--- src/sv/bfq_pkg.sv ---
// constants shared by barcode_frame_qualifier, its port checker and testbench
// opcodes, status codes, register map and register reset values; no dependencies
package bfq_pkg;

    localparam int unsigned BYTE_W   = 8;
    localparam int unsigned OP_W     = 2;
    localparam int unsigned STATUS_W = 3;
    localparam int unsigned CFG_LEN_W = 7;
    localparam int unsigned WIN_W    = 16;
    localparam int unsigned PADDR_W  = 5;
    localparam int unsigned PDATA_W  = 32;
    localparam int unsigned REG_IDX_W = 3;

    localparam logic [BYTE_W-1:0] CTRL_LIMIT = 8'h20;

    localparam logic [OP_W-1:0] OP_DATA  = 2'd0;
    localparam logic [OP_W-1:0] OP_EOF   = 2'd1;
    localparam logic [OP_W-1:0] OP_TICK  = 2'd2;
    localparam logic [OP_W-1:0] OP_CLEAR = 2'd3;

    localparam logic [STATUS_W-1:0] ST_OK        = 3'd0;
    localparam logic [STATUS_W-1:0] ST_EMPTY     = 3'd1;
    localparam logic [STATUS_W-1:0] ST_SHORT     = 3'd2;
    localparam logic [STATUS_W-1:0] ST_LONG      = 3'd3;
    localparam logic [STATUS_W-1:0] ST_INVALID   = 3'd4;
    localparam logic [STATUS_W-1:0] ST_DUPLICATE = 3'd5;

    localparam logic [REG_IDX_W-1:0] REG_MIN_LEN  = 3'd0;
    localparam logic [REG_IDX_W-1:0] REG_MAX_LEN  = 3'd1;
    localparam logic [REG_IDX_W-1:0] REG_CS_LOW   = 3'd2;
    localparam logic [REG_IDX_W-1:0] REG_CS_HIGH  = 3'd3;
    localparam logic [REG_IDX_W-1:0] REG_DEBOUNCE = 3'd4;

    localparam logic [CFG_LEN_W-1:0] RST_MIN_LEN  = 7'd1;
    localparam logic [CFG_LEN_W-1:0] RST_MAX_LEN  = 7'd64;
    localparam logic [BYTE_W-1:0]    RST_CS_LOW   = 8'd32;
    localparam logic [BYTE_W-1:0]    RST_CS_HIGH  = 8'd126;
    localparam logic [WIN_W-1:0]     RST_DEBOUNCE = 16'd1000;

endpackage

--- src/sv/barcode_frame_qualifier.sv ---
// barcode frame qualifier: leading/trailing trim, length and charset checks,
// duplicate suppression over a two-bank code memory; uses bfq_pkg
// data, tick and clear beats need no result slot.
// end of frame: early rejects (empty, short, long) go straight to the verdict
// state; otherwise the kept bytes pass through the memory read port (scan, drain,
// verdict), and an accepted code then leaves byte by byte (read, then load).
// no beat is taken from end of frame until its last result beat is loaded.
// reset (aresetn low, synchronous) restores configuration and control registers;
// code memory contents stay undefined and no result depends on an unwritten byte.
module barcode_frame_qualifier #(
    parameter int unsigned MAX_CODE_LEN = 64
) (
    input  logic aclk,
    input  logic aresetn,

    input  logic s_tvalid,
    output logic s_tready,
    input  logic [bfq_pkg::BYTE_W-1:0] s_tdata,  // data_byte
    input  logic [bfq_pkg::OP_W-1:0]   s_tuser,  // opcode

    output logic m_tvalid,
    input  logic m_tready,
    output logic [((bfq_pkg::BYTE_W + $clog2(MAX_CODE_LEN + 2) + 7) / 8) * 8 - 1:0]
                 m_tdata,                        // out_char, code_length, zero pad
    output logic [bfq_pkg::STATUS_W:0] m_tuser,  // status, has_char
    output logic m_tlast,                        // last_item

    input  logic psel,
    input  logic penable,
    input  logic pwrite,
    input  logic [bfq_pkg::PADDR_W-1:0] paddr,
    input  logic [bfq_pkg::PDATA_W-1:0] pwdata,
    output logic [bfq_pkg::PDATA_W-1:0] prdata,
    output logic pready
);

    localparam int unsigned LEN_W   = $clog2(MAX_CODE_LEN + 2);
    localparam int unsigned AW      = $clog2(MAX_CODE_LEN);
    localparam int unsigned TDATA_W = ((bfq_pkg::BYTE_W + LEN_W + 7) / 8) * 8;

    localparam logic [2:0] S_IDLE    = 3'd0;
    localparam logic [2:0] S_SCAN    = 3'd1;
    localparam logic [2:0] S_DRAIN   = 3'd2;
    localparam logic [2:0] S_VERDICT = 3'd3;
    localparam logic [2:0] S_EMIT_RD = 3'd4;
    localparam logic [2:0] S_EMIT_LD = 3'd5;

    // configuration
    logic [bfq_pkg::CFG_LEN_W-1:0] min_len_reg, max_len_reg;
    logic [bfq_pkg::BYTE_W-1:0]    cs_low_reg, cs_high_reg;
    logic [bfq_pkg::WIN_W-1:0]     window_reg;

    // frame and control state
    logic [2:0]       state_reg, state_next;
    logic             bank_reg, bank_next;
    logic             leading_reg, leading_next;
    logic [LEN_W-1:0] pos_reg, pos_next;
    logic [LEN_W-1:0] kept_reg, kept_next;
    logic [LEN_W-1:0] frame_len_reg, frame_len_next;
    logic [LEN_W-1:0] last_len_reg, last_len_next;
    logic [bfq_pkg::WIN_W-1:0] elapsed_reg, elapsed_next;
    logic [LEN_W-1:0] idx_reg, idx_next;
    logic [bfq_pkg::STATUS_W-1:0] st_reg, st_next;
    logic             bad_reg, bad_next;
    logic             diff_reg, diff_next;
    logic             rd_vld_reg;

    // result register
    logic                         out_vld_reg, out_vld_next;
    logic [bfq_pkg::STATUS_W-1:0] out_st_reg, out_st_next;
    logic                         out_has_reg, out_has_next;
    logic [bfq_pkg::BYTE_W-1:0]   out_char_reg, out_char_next;
    logic [LEN_W-1:0]             out_len_reg, out_len_next;
    logic                         out_last_reg, out_last_next;

    // code memory, one array per bank
    logic [bfq_pkg::BYTE_W-1:0] mem0 [MAX_CODE_LEN];
    logic [bfq_pkg::BYTE_W-1:0] mem1 [MAX_CODE_LEN];
    logic [bfq_pkg::BYTE_W-1:0] rd0_reg, rd1_reg;
    logic [AW-1:0]              rd_addr;
    logic [AW-1:0]              wr_addr;
    logic                       wr_en;

    logic                       in_acc, cfg_wr, out_free;
    logic                       drop_byte;
    logic [bfq_pkg::BYTE_W-1:0] cur_byte, old_byte;
    logic [7:0]                 len8, limit8, max8;
    logic                       idx_last, dup;

    assign s_tready = (state_reg == S_IDLE);
    assign in_acc   = s_tvalid && s_tready;
    assign out_free = !out_vld_reg || m_tready;
    assign pready   = 1'b1;
    assign cfg_wr   = psel && penable && pwrite && pready;

    assign drop_byte = leading_reg && (s_tdata < bfq_pkg::CTRL_LIMIT);
    assign wr_en     = in_acc && (s_tuser == bfq_pkg::OP_DATA) && !drop_byte
                       && (pos_reg < LEN_W'(MAX_CODE_LEN));
    assign wr_addr   = pos_reg[AW-1:0];
    assign rd_addr   = idx_reg[AW-1:0];

    assign cur_byte = bank_reg ? rd1_reg : rd0_reg;
    assign old_byte = bank_reg ? rd0_reg : rd1_reg;

    assign len8     = 8'(kept_reg);
    assign max8     = 8'(max_len_reg);
    assign limit8   = (max8 < 8'(MAX_CODE_LEN)) ? max8 : 8'(MAX_CODE_LEN);
    assign idx_last = (idx_reg == LEN_W'(frame_len_reg - 1'b1));
    assign dup      = (last_len_reg != '0) && (last_len_reg == frame_len_reg)
                      && (elapsed_reg < window_reg) && !diff_reg;

    always_ff @(posedge aclk) begin
        if (wr_en && !bank_reg) begin
            mem0[wr_addr] <= s_tdata;
        end
        if (wr_en && bank_reg) begin
            mem1[wr_addr] <= s_tdata;
        end
        rd0_reg <= mem0[rd_addr];
        rd1_reg <= mem1[rd_addr];
    end

    always_comb begin
        state_next     = state_reg;
        bank_next      = bank_reg;
        leading_next   = leading_reg;
        pos_next       = pos_reg;
        kept_next      = kept_reg;
        frame_len_next = frame_len_reg;
        last_len_next  = last_len_reg;
        elapsed_next   = elapsed_reg;
        idx_next       = idx_reg;
        st_next        = st_reg;
        bad_next       = bad_reg;
        diff_next      = diff_reg;
        out_vld_next   = out_vld_reg && !m_tready;
        out_st_next    = out_st_reg;
        out_has_next   = out_has_reg;
        out_char_next  = out_char_reg;
        out_len_next   = out_len_reg;
        out_last_next  = out_last_reg;

        // fold the byte pair read last cycle into the scan flags
        if (rd_vld_reg) begin
            if (cur_byte < cs_low_reg || cur_byte > cs_high_reg) begin
                bad_next = 1'b1;
            end
            if (cur_byte != old_byte) begin
                diff_next = 1'b1;
            end
        end

        unique case (state_reg)
            S_IDLE: begin
                if (in_acc) begin
                    unique case (s_tuser)
                        bfq_pkg::OP_DATA: begin
                            if (!drop_byte) begin
                                leading_next = 1'b0;
                                if (s_tdata > bfq_pkg::CTRL_LIMIT) begin
                                    kept_next = LEN_W'(pos_reg + 1'b1);
                                end
                                if (pos_reg <= LEN_W'(MAX_CODE_LEN)) begin
                                    pos_next = LEN_W'(pos_reg + 1'b1);
                                end
                            end
                        end
                        bfq_pkg::OP_EOF: begin
                            frame_len_next = kept_reg;
                            leading_next   = 1'b1;
                            pos_next       = '0;
                            kept_next      = '0;
                            idx_next       = '0;
                            bad_next       = 1'b0;
                            diff_next      = 1'b0;
                            if (kept_reg == '0) begin
                                st_next = bfq_pkg::ST_EMPTY;
                            end else if (len8 < 8'(min_len_reg)) begin
                                st_next = bfq_pkg::ST_SHORT;
                            end else if (len8 > limit8) begin
                                st_next = bfq_pkg::ST_LONG;
                            end else begin
                                st_next = bfq_pkg::ST_OK;
                            end
                            state_next = (st_next == bfq_pkg::ST_OK) ? S_SCAN : S_VERDICT;
                        end
                        bfq_pkg::OP_TICK: begin
                            if (elapsed_reg < window_reg) begin
                                elapsed_next = elapsed_reg + 1'b1;
                            end
                        end
                        default: begin
                            last_len_next = '0;
                            elapsed_next  = '0;
                        end
                    endcase
                end
            end
            S_SCAN: begin
                idx_next = LEN_W'(idx_reg + 1'b1);
                if (idx_last) begin
                    state_next = S_DRAIN;
                end
            end
            S_DRAIN: begin
                state_next = S_VERDICT;
            end
            S_VERDICT: begin
                if (out_free) begin
                    out_has_next  = 1'b0;
                    out_char_next = '0;
                    out_len_next  = frame_len_reg;
                    out_last_next = 1'b1;
                    if (st_reg != bfq_pkg::ST_OK || bad_reg || dup) begin
                        out_vld_next = 1'b1;
                        if (st_reg != bfq_pkg::ST_OK) begin
                            out_st_next = st_reg;
                        end else if (bad_reg) begin
                            out_st_next = bfq_pkg::ST_INVALID;
                        end else begin
                            out_st_next = bfq_pkg::ST_DUPLICATE;
                        end
                        state_next = S_IDLE;
                    end else begin
                        last_len_next = frame_len_reg;
                        elapsed_next  = '0;
                        idx_next      = '0;
                        state_next    = S_EMIT_RD;
                    end
                end
            end
            S_EMIT_RD: begin
                // read is issued from idx every cycle; move on once the slot frees
                if (out_free) begin
                    state_next = S_EMIT_LD;
                end
            end
            S_EMIT_LD: begin
                out_vld_next  = 1'b1;
                out_st_next   = bfq_pkg::ST_OK;
                out_has_next  = 1'b1;
                out_char_next = cur_byte;
                out_len_next  = frame_len_reg;
                out_last_next = idx_last;
                idx_next      = LEN_W'(idx_reg + 1'b1);
                if (idx_last) begin
                    bank_next  = !bank_reg;
                    state_next = S_IDLE;
                end else begin
                    state_next = S_EMIT_RD;
                end
            end
            default: begin
                state_next = S_IDLE;
            end
        endcase
    end

    always_ff @(posedge aclk) begin
        if (!aresetn) begin
            state_reg     <= S_IDLE;
            bank_reg      <= 1'b0;
            leading_reg   <= 1'b1;
            pos_reg       <= '0;
            kept_reg      <= '0;
            frame_len_reg <= '0;
            last_len_reg  <= '0;
            elapsed_reg   <= '0;
            idx_reg       <= '0;
            st_reg        <= bfq_pkg::ST_OK;
            bad_reg       <= 1'b0;
            diff_reg      <= 1'b0;
            rd_vld_reg    <= 1'b0;
            out_vld_reg   <= 1'b0;
        end else begin
            state_reg     <= state_next;
            bank_reg      <= bank_next;
            leading_reg   <= leading_next;
            pos_reg       <= pos_next;
            kept_reg      <= kept_next;
            frame_len_reg <= frame_len_next;
            last_len_reg  <= last_len_next;
            elapsed_reg   <= elapsed_next;
            idx_reg       <= idx_next;
            st_reg        <= st_next;
            bad_reg       <= bad_next;
            diff_reg      <= diff_next;
            rd_vld_reg    <= (state_reg == S_SCAN);
            out_vld_reg   <= out_vld_next;
        end
    end

    always_ff @(posedge aclk) begin
        out_st_reg   <= out_st_next;
        out_has_reg  <= out_has_next;
        out_char_reg <= out_char_next;
        out_len_reg  <= out_len_next;
        out_last_reg <= out_last_next;
    end

    // configuration registers
    always_ff @(posedge aclk) begin
        if (!aresetn) begin
            min_len_reg <= bfq_pkg::RST_MIN_LEN;
            max_len_reg <= bfq_pkg::RST_MAX_LEN;
            cs_low_reg  <= bfq_pkg::RST_CS_LOW;
            cs_high_reg <= bfq_pkg::RST_CS_HIGH;
            window_reg  <= bfq_pkg::RST_DEBOUNCE;
        end else if (cfg_wr) begin
            unique case (paddr[4:2])
                bfq_pkg::REG_MIN_LEN:  min_len_reg <= pwdata[bfq_pkg::CFG_LEN_W-1:0];
                bfq_pkg::REG_MAX_LEN:  max_len_reg <= pwdata[bfq_pkg::CFG_LEN_W-1:0];
                bfq_pkg::REG_CS_LOW:   cs_low_reg  <= pwdata[bfq_pkg::BYTE_W-1:0];
                bfq_pkg::REG_CS_HIGH:  cs_high_reg <= pwdata[bfq_pkg::BYTE_W-1:0];
                bfq_pkg::REG_DEBOUNCE: window_reg  <= pwdata[bfq_pkg::WIN_W-1:0];
                default: ;
            endcase
        end
    end

    always_comb begin
        unique case (paddr[4:2])
            bfq_pkg::REG_MIN_LEN:  prdata = 32'(min_len_reg);
            bfq_pkg::REG_MAX_LEN:  prdata = 32'(max_len_reg);
            bfq_pkg::REG_CS_LOW:   prdata = 32'(cs_low_reg);
            bfq_pkg::REG_CS_HIGH:  prdata = 32'(cs_high_reg);
            bfq_pkg::REG_DEBOUNCE: prdata = 32'(window_reg);
            default:               prdata = '0;
        endcase
    end

    assign m_tvalid = out_vld_reg;
    assign m_tdata  = TDATA_W'({out_len_reg, out_char_reg});
    assign m_tuser  = {out_has_reg, out_st_reg};
    assign m_tlast  = out_last_reg;

endmodule

--- config.mk ---
export PLATFORM = sky130hd
export DESIGN_NAME = barcode_frame_qualifier
export DESIGN_NICKNAME = d
export VERILOG_FILES = /design/src/sv/bfq_pkg.sv /design/src/sv/barcode_frame_qualifier.sv
export SDC_FILE = /design/constraint.sdc
export NUM_CORES = 2
export LEC_CHECK = 0
export ABC_CLOCK_PERIOD_IN_PS = 4300
export BUFFER_PORTS_ARGS = -buffer_cell sky130_fd_sc_hd__buf_2
export CAP_MARGIN = 20
export CORE_MARGIN = 3
export CORE_UTILIZATION = 52
export DETAILED_ROUTE_END_ITERATION = 12
export GPL_TIMING_DRIVEN = 0
export PLACE_DENSITY = 0.68
export RECOVER_POWER = 50
export SKIP_CTS_REPAIR_TIMING = 1
export SLEW_MARGIN = 0
export SYNTH_ARGS = -nofsm -noshare
export SYNTH_HDL_FRONTEND = slang
export SYNTH_SLANG_ARGS = --single-unit
--- constraint.sdc ---
create_clock -name aclk -period 4.3 [get_ports aclk]
set_input_delay 0.43 -clock aclk [delete_from_list [all_inputs] [get_ports aclk]]
set_output_delay 0.43 -clock aclk [all_outputs]
set_load 0.02 [all_outputs]
==> results.toml <==
[pwr]
static_leak_nw = 16.7
power.density_mw_per_mm2 = 440
ir_drop_v = 0.000297

[floorplan]
start_util_pct = 52.9
floorplan.die.width_um = 307
fp.dieArea_mm2 = 0.0942
die-height_um = 307
core.rowCount = 109
fp.coreArea_mm2 = 0.0891
floorplan.io_pins = 110

[place]
postPlaceCellArea_mm2 = 0.0492
portBuffers = 70
dp.final_hpwl_um = 79300
gp_congestion = 0.907

[global_route]
track_usage_pct = 25.1
grt_antenna_before_repair = 1
globalRouteMet1Util_pct = 34.1
grt.overflow.total = 0
globalRoute.busiestLayer = "met2"
grt_first_pass_wirelength_um = 172000
gr-usage-met3_pct = 5.00
gr-usage-met2_pct = 41.2
grt_pass1_vias = 25200
grt_start_max_net_pins = 93

[sta]
slew-limit-headroom_pct = -180
final_number_of_max_transition_violations = 681
fin_tns_setup_ns = -7.55
final-setup-viol-count = 121
rsz_0062_raised_after_global_routing = "yes"
timing.final.hold_violations = 0
timing.final.crit_period_ns = 4.41
worst_pin_slew_ns = 4.20
fin_worst_skew_ns = 0.0202
final.setup.worst_slack_ns = -0.113
layout_worst_path_cycle_share_pct = 103
max_freq_mhz = 227

[critical_path]
cp_cell_sequence = "clkbuf_1, nor4b_2, nand2_1, nor4_2, nand2b_1, nor2_1, nand2_1, nor2_1"
required_time_of_the_critical_path_ns = 4.59
path_max_fanout = 10
critPathMaxStageDelay_ns = 0.90
slowest_cell_on_the_critical_path = "sky130_fd_sc_hd__nor2_1"
critPathArrivalTime_ns = 4.70
worst_setup_path_start_kind = "flop"
critPathCaptureType = "flop"
critPathKind = "flop to flop"

[cts]
clkTransAtPathRegs_ns = 0.06
clock-sinks = 1168
cts-buffers-inserted = 114
clock_tree.root_cell = "sky130_fd_sc_hd__clkbuf_16"
cts_tree = "yes"
deepest_clock_path_buffer_count = 3
htree_levels = 3
clk-insertion-delay-late_ns = 0.68

[detailed_routing]
post_drt_via_cell_ratio = 6.27
routedWlPerCell_um = 29.4
drc_errors = 0
detailroute.via_count = 25000
dr.first_iter.drc_count = 2824
postRouteWirelength_um = 117000
drt.antenna.violating_nets = 0
detail_route.first_pass.iterations = 6

[outcome]
status = "finished with violations"
violations = "capacitance limit, slew limit, setup timing"

[synthesis]
synth-async-reset-ratio_pct = 0
syn-instance-count = 2514
edff_count_synth = 1044
synth.yosys.warnings = 0
synth_area_leaders = "sky130_fd_sc_hd__edfxtp_1 (67%), sky130_fd_sc_hd__mux4_2 (16%), sky130_fd_sc_hd__dfxtp_1 (5.3%)"
yosysSeqAreaShare_pct = 71.9
synth_cell_types = 63
synthDominantCellAreaShare_pct = 66.6
largest_area_contributor_in_the_netlist = "sky130_fd_sc_hd__edfxtp_1"
synth-seq-cells = 1168
synthesis.area_mm2 = 0.0471
synth_flop_type = "sky130_fd_sc_hd__edfxtp_1"
avg_cell_area_syn_um2 = 18.7

[flow_run]
drv.max_cap_violation_count = 10

[final_layout]
layout.cells.most_common_list = "sky130_fd_sc_hd__edfxtp_1 (1044), sky130_fd_sc_hd__mux4_2 (336), sky130_fd_sc_hd__nor2_1 (165), sky130_fd_sc_hd__dfxtp_1 (124)"
final_layout_size_suffix_gt1_share_pct = 24.8
stdcell_area_mm2 = 0.0529
n_antenna_cell = 0
reg.largest.list = "mem0 (512), mem1 (512)"
fin_nets = 2832
areaGrowthSynthToFinish_pct = 12.4
layout_commonest_cell = "sky130_fd_sc_hd__edfxtp_1"

[min_path]
hold_wc_path_type = "input port to flop"
==> per-stage QoR <==
step                      setup slack [ns]  std cells  power (mW)  hold WS [ns]  utilization [%]
after global routing                -0.279       3991        23.9      0.000791             59.4
after global placement               -1.52       3765        13.8         0.464             55.0
after CTS                           -0.301       3988        23.4       -0.0312             59.3
after floorplan                       1.66       2530        13.3         0.445                -
after detailed placement            -0.671       3776        13.9         0.473             55.3
final                               -0.113       3991        23.3       0.00164             59.4
==> critical path, delay by kind of cell (launching register included) <==
| kind | cells | cell delay [ns] |
|---|---|---|
| DFF | 1 | 0.30 |
| and+or+nand+nor | 7 | 3.50 |
| buffers and inverters | 1 | 0.21 |
==> synthesized netlist by cell type (all sizes together), types with 3 or more instances <==
cell type	number
mux2i	54
dfxtp	124
nand3	31
xor2	17
a211oi	4
and2	17
edfxtp	1044
a31oi	10
nor4	8
mux4	336
nor2	224
o211ai	15
a21o	5
mux2	9
xnor2	7
o21ai	47
nand2b	17
nand4	5
o22ai	9
inv	50
buf	61
o31ai	6
nor2b	16
o21a	3
clkbuf	89
nor3	16
or4	3
nand3b	3
a21oi	59
or2	3
ha	48
and3	23
nand2	118
or3	6
==> cell families after synthesis <==
family          Yosys count  synth area share [%]
fa+ha+maj                48                  1.28
simple gates            497                  4.75
mux                     399                  17.4
buf+inv                 201                  1.96
xor+xnor                 24                 0.447
other cells               2                0.0160
flops                  1168                  71.9
compound gates          175                  2.25
==> power breakdown <==
part	internal, mW	switching [mW]	leakage (nW)
sequential	12.4	0.0228	10.4
combinational	0.473	0.731	4.57
clock	5.54	4.12	1.78
total	18.4	4.87	16.7
==> final timing paths <==
check | startpoint | end | slack [ns] | cells after the start
worst max-delay path | state_reg[0] | mem0[25][7] | -0.11 | 8
worst min register to register | window_reg[10] | window_reg[10] | 0.48 | 2
worst max register to register | state_reg[0] | mem0[25][7] | -0.11 | 8
worst min-delay path | pwdata[8] | window_reg[8] | 0.002 | 3
==> metal layers <==
metal | routed length, um | vias to the layer above
li1 | - | 10500
met1 | 45600 | 13100
met2 | 58200 | 1204
met3 | 9940 | 196
met4 | 3660 | 0
met5 | 0 | -
==> cell type report <==
type,instances,area (um^2)
fillers,6395,36100
flip-flops and latches,1168,33800
repair buffers,84,532
multi-input cells,1161,12600
clock inverters,59,419
clock buffers,153,3200
plain buffers,150,731
inverters,51,191
well taps,1165,1460
Note: power is estimated with default switching activity, not from simulation.
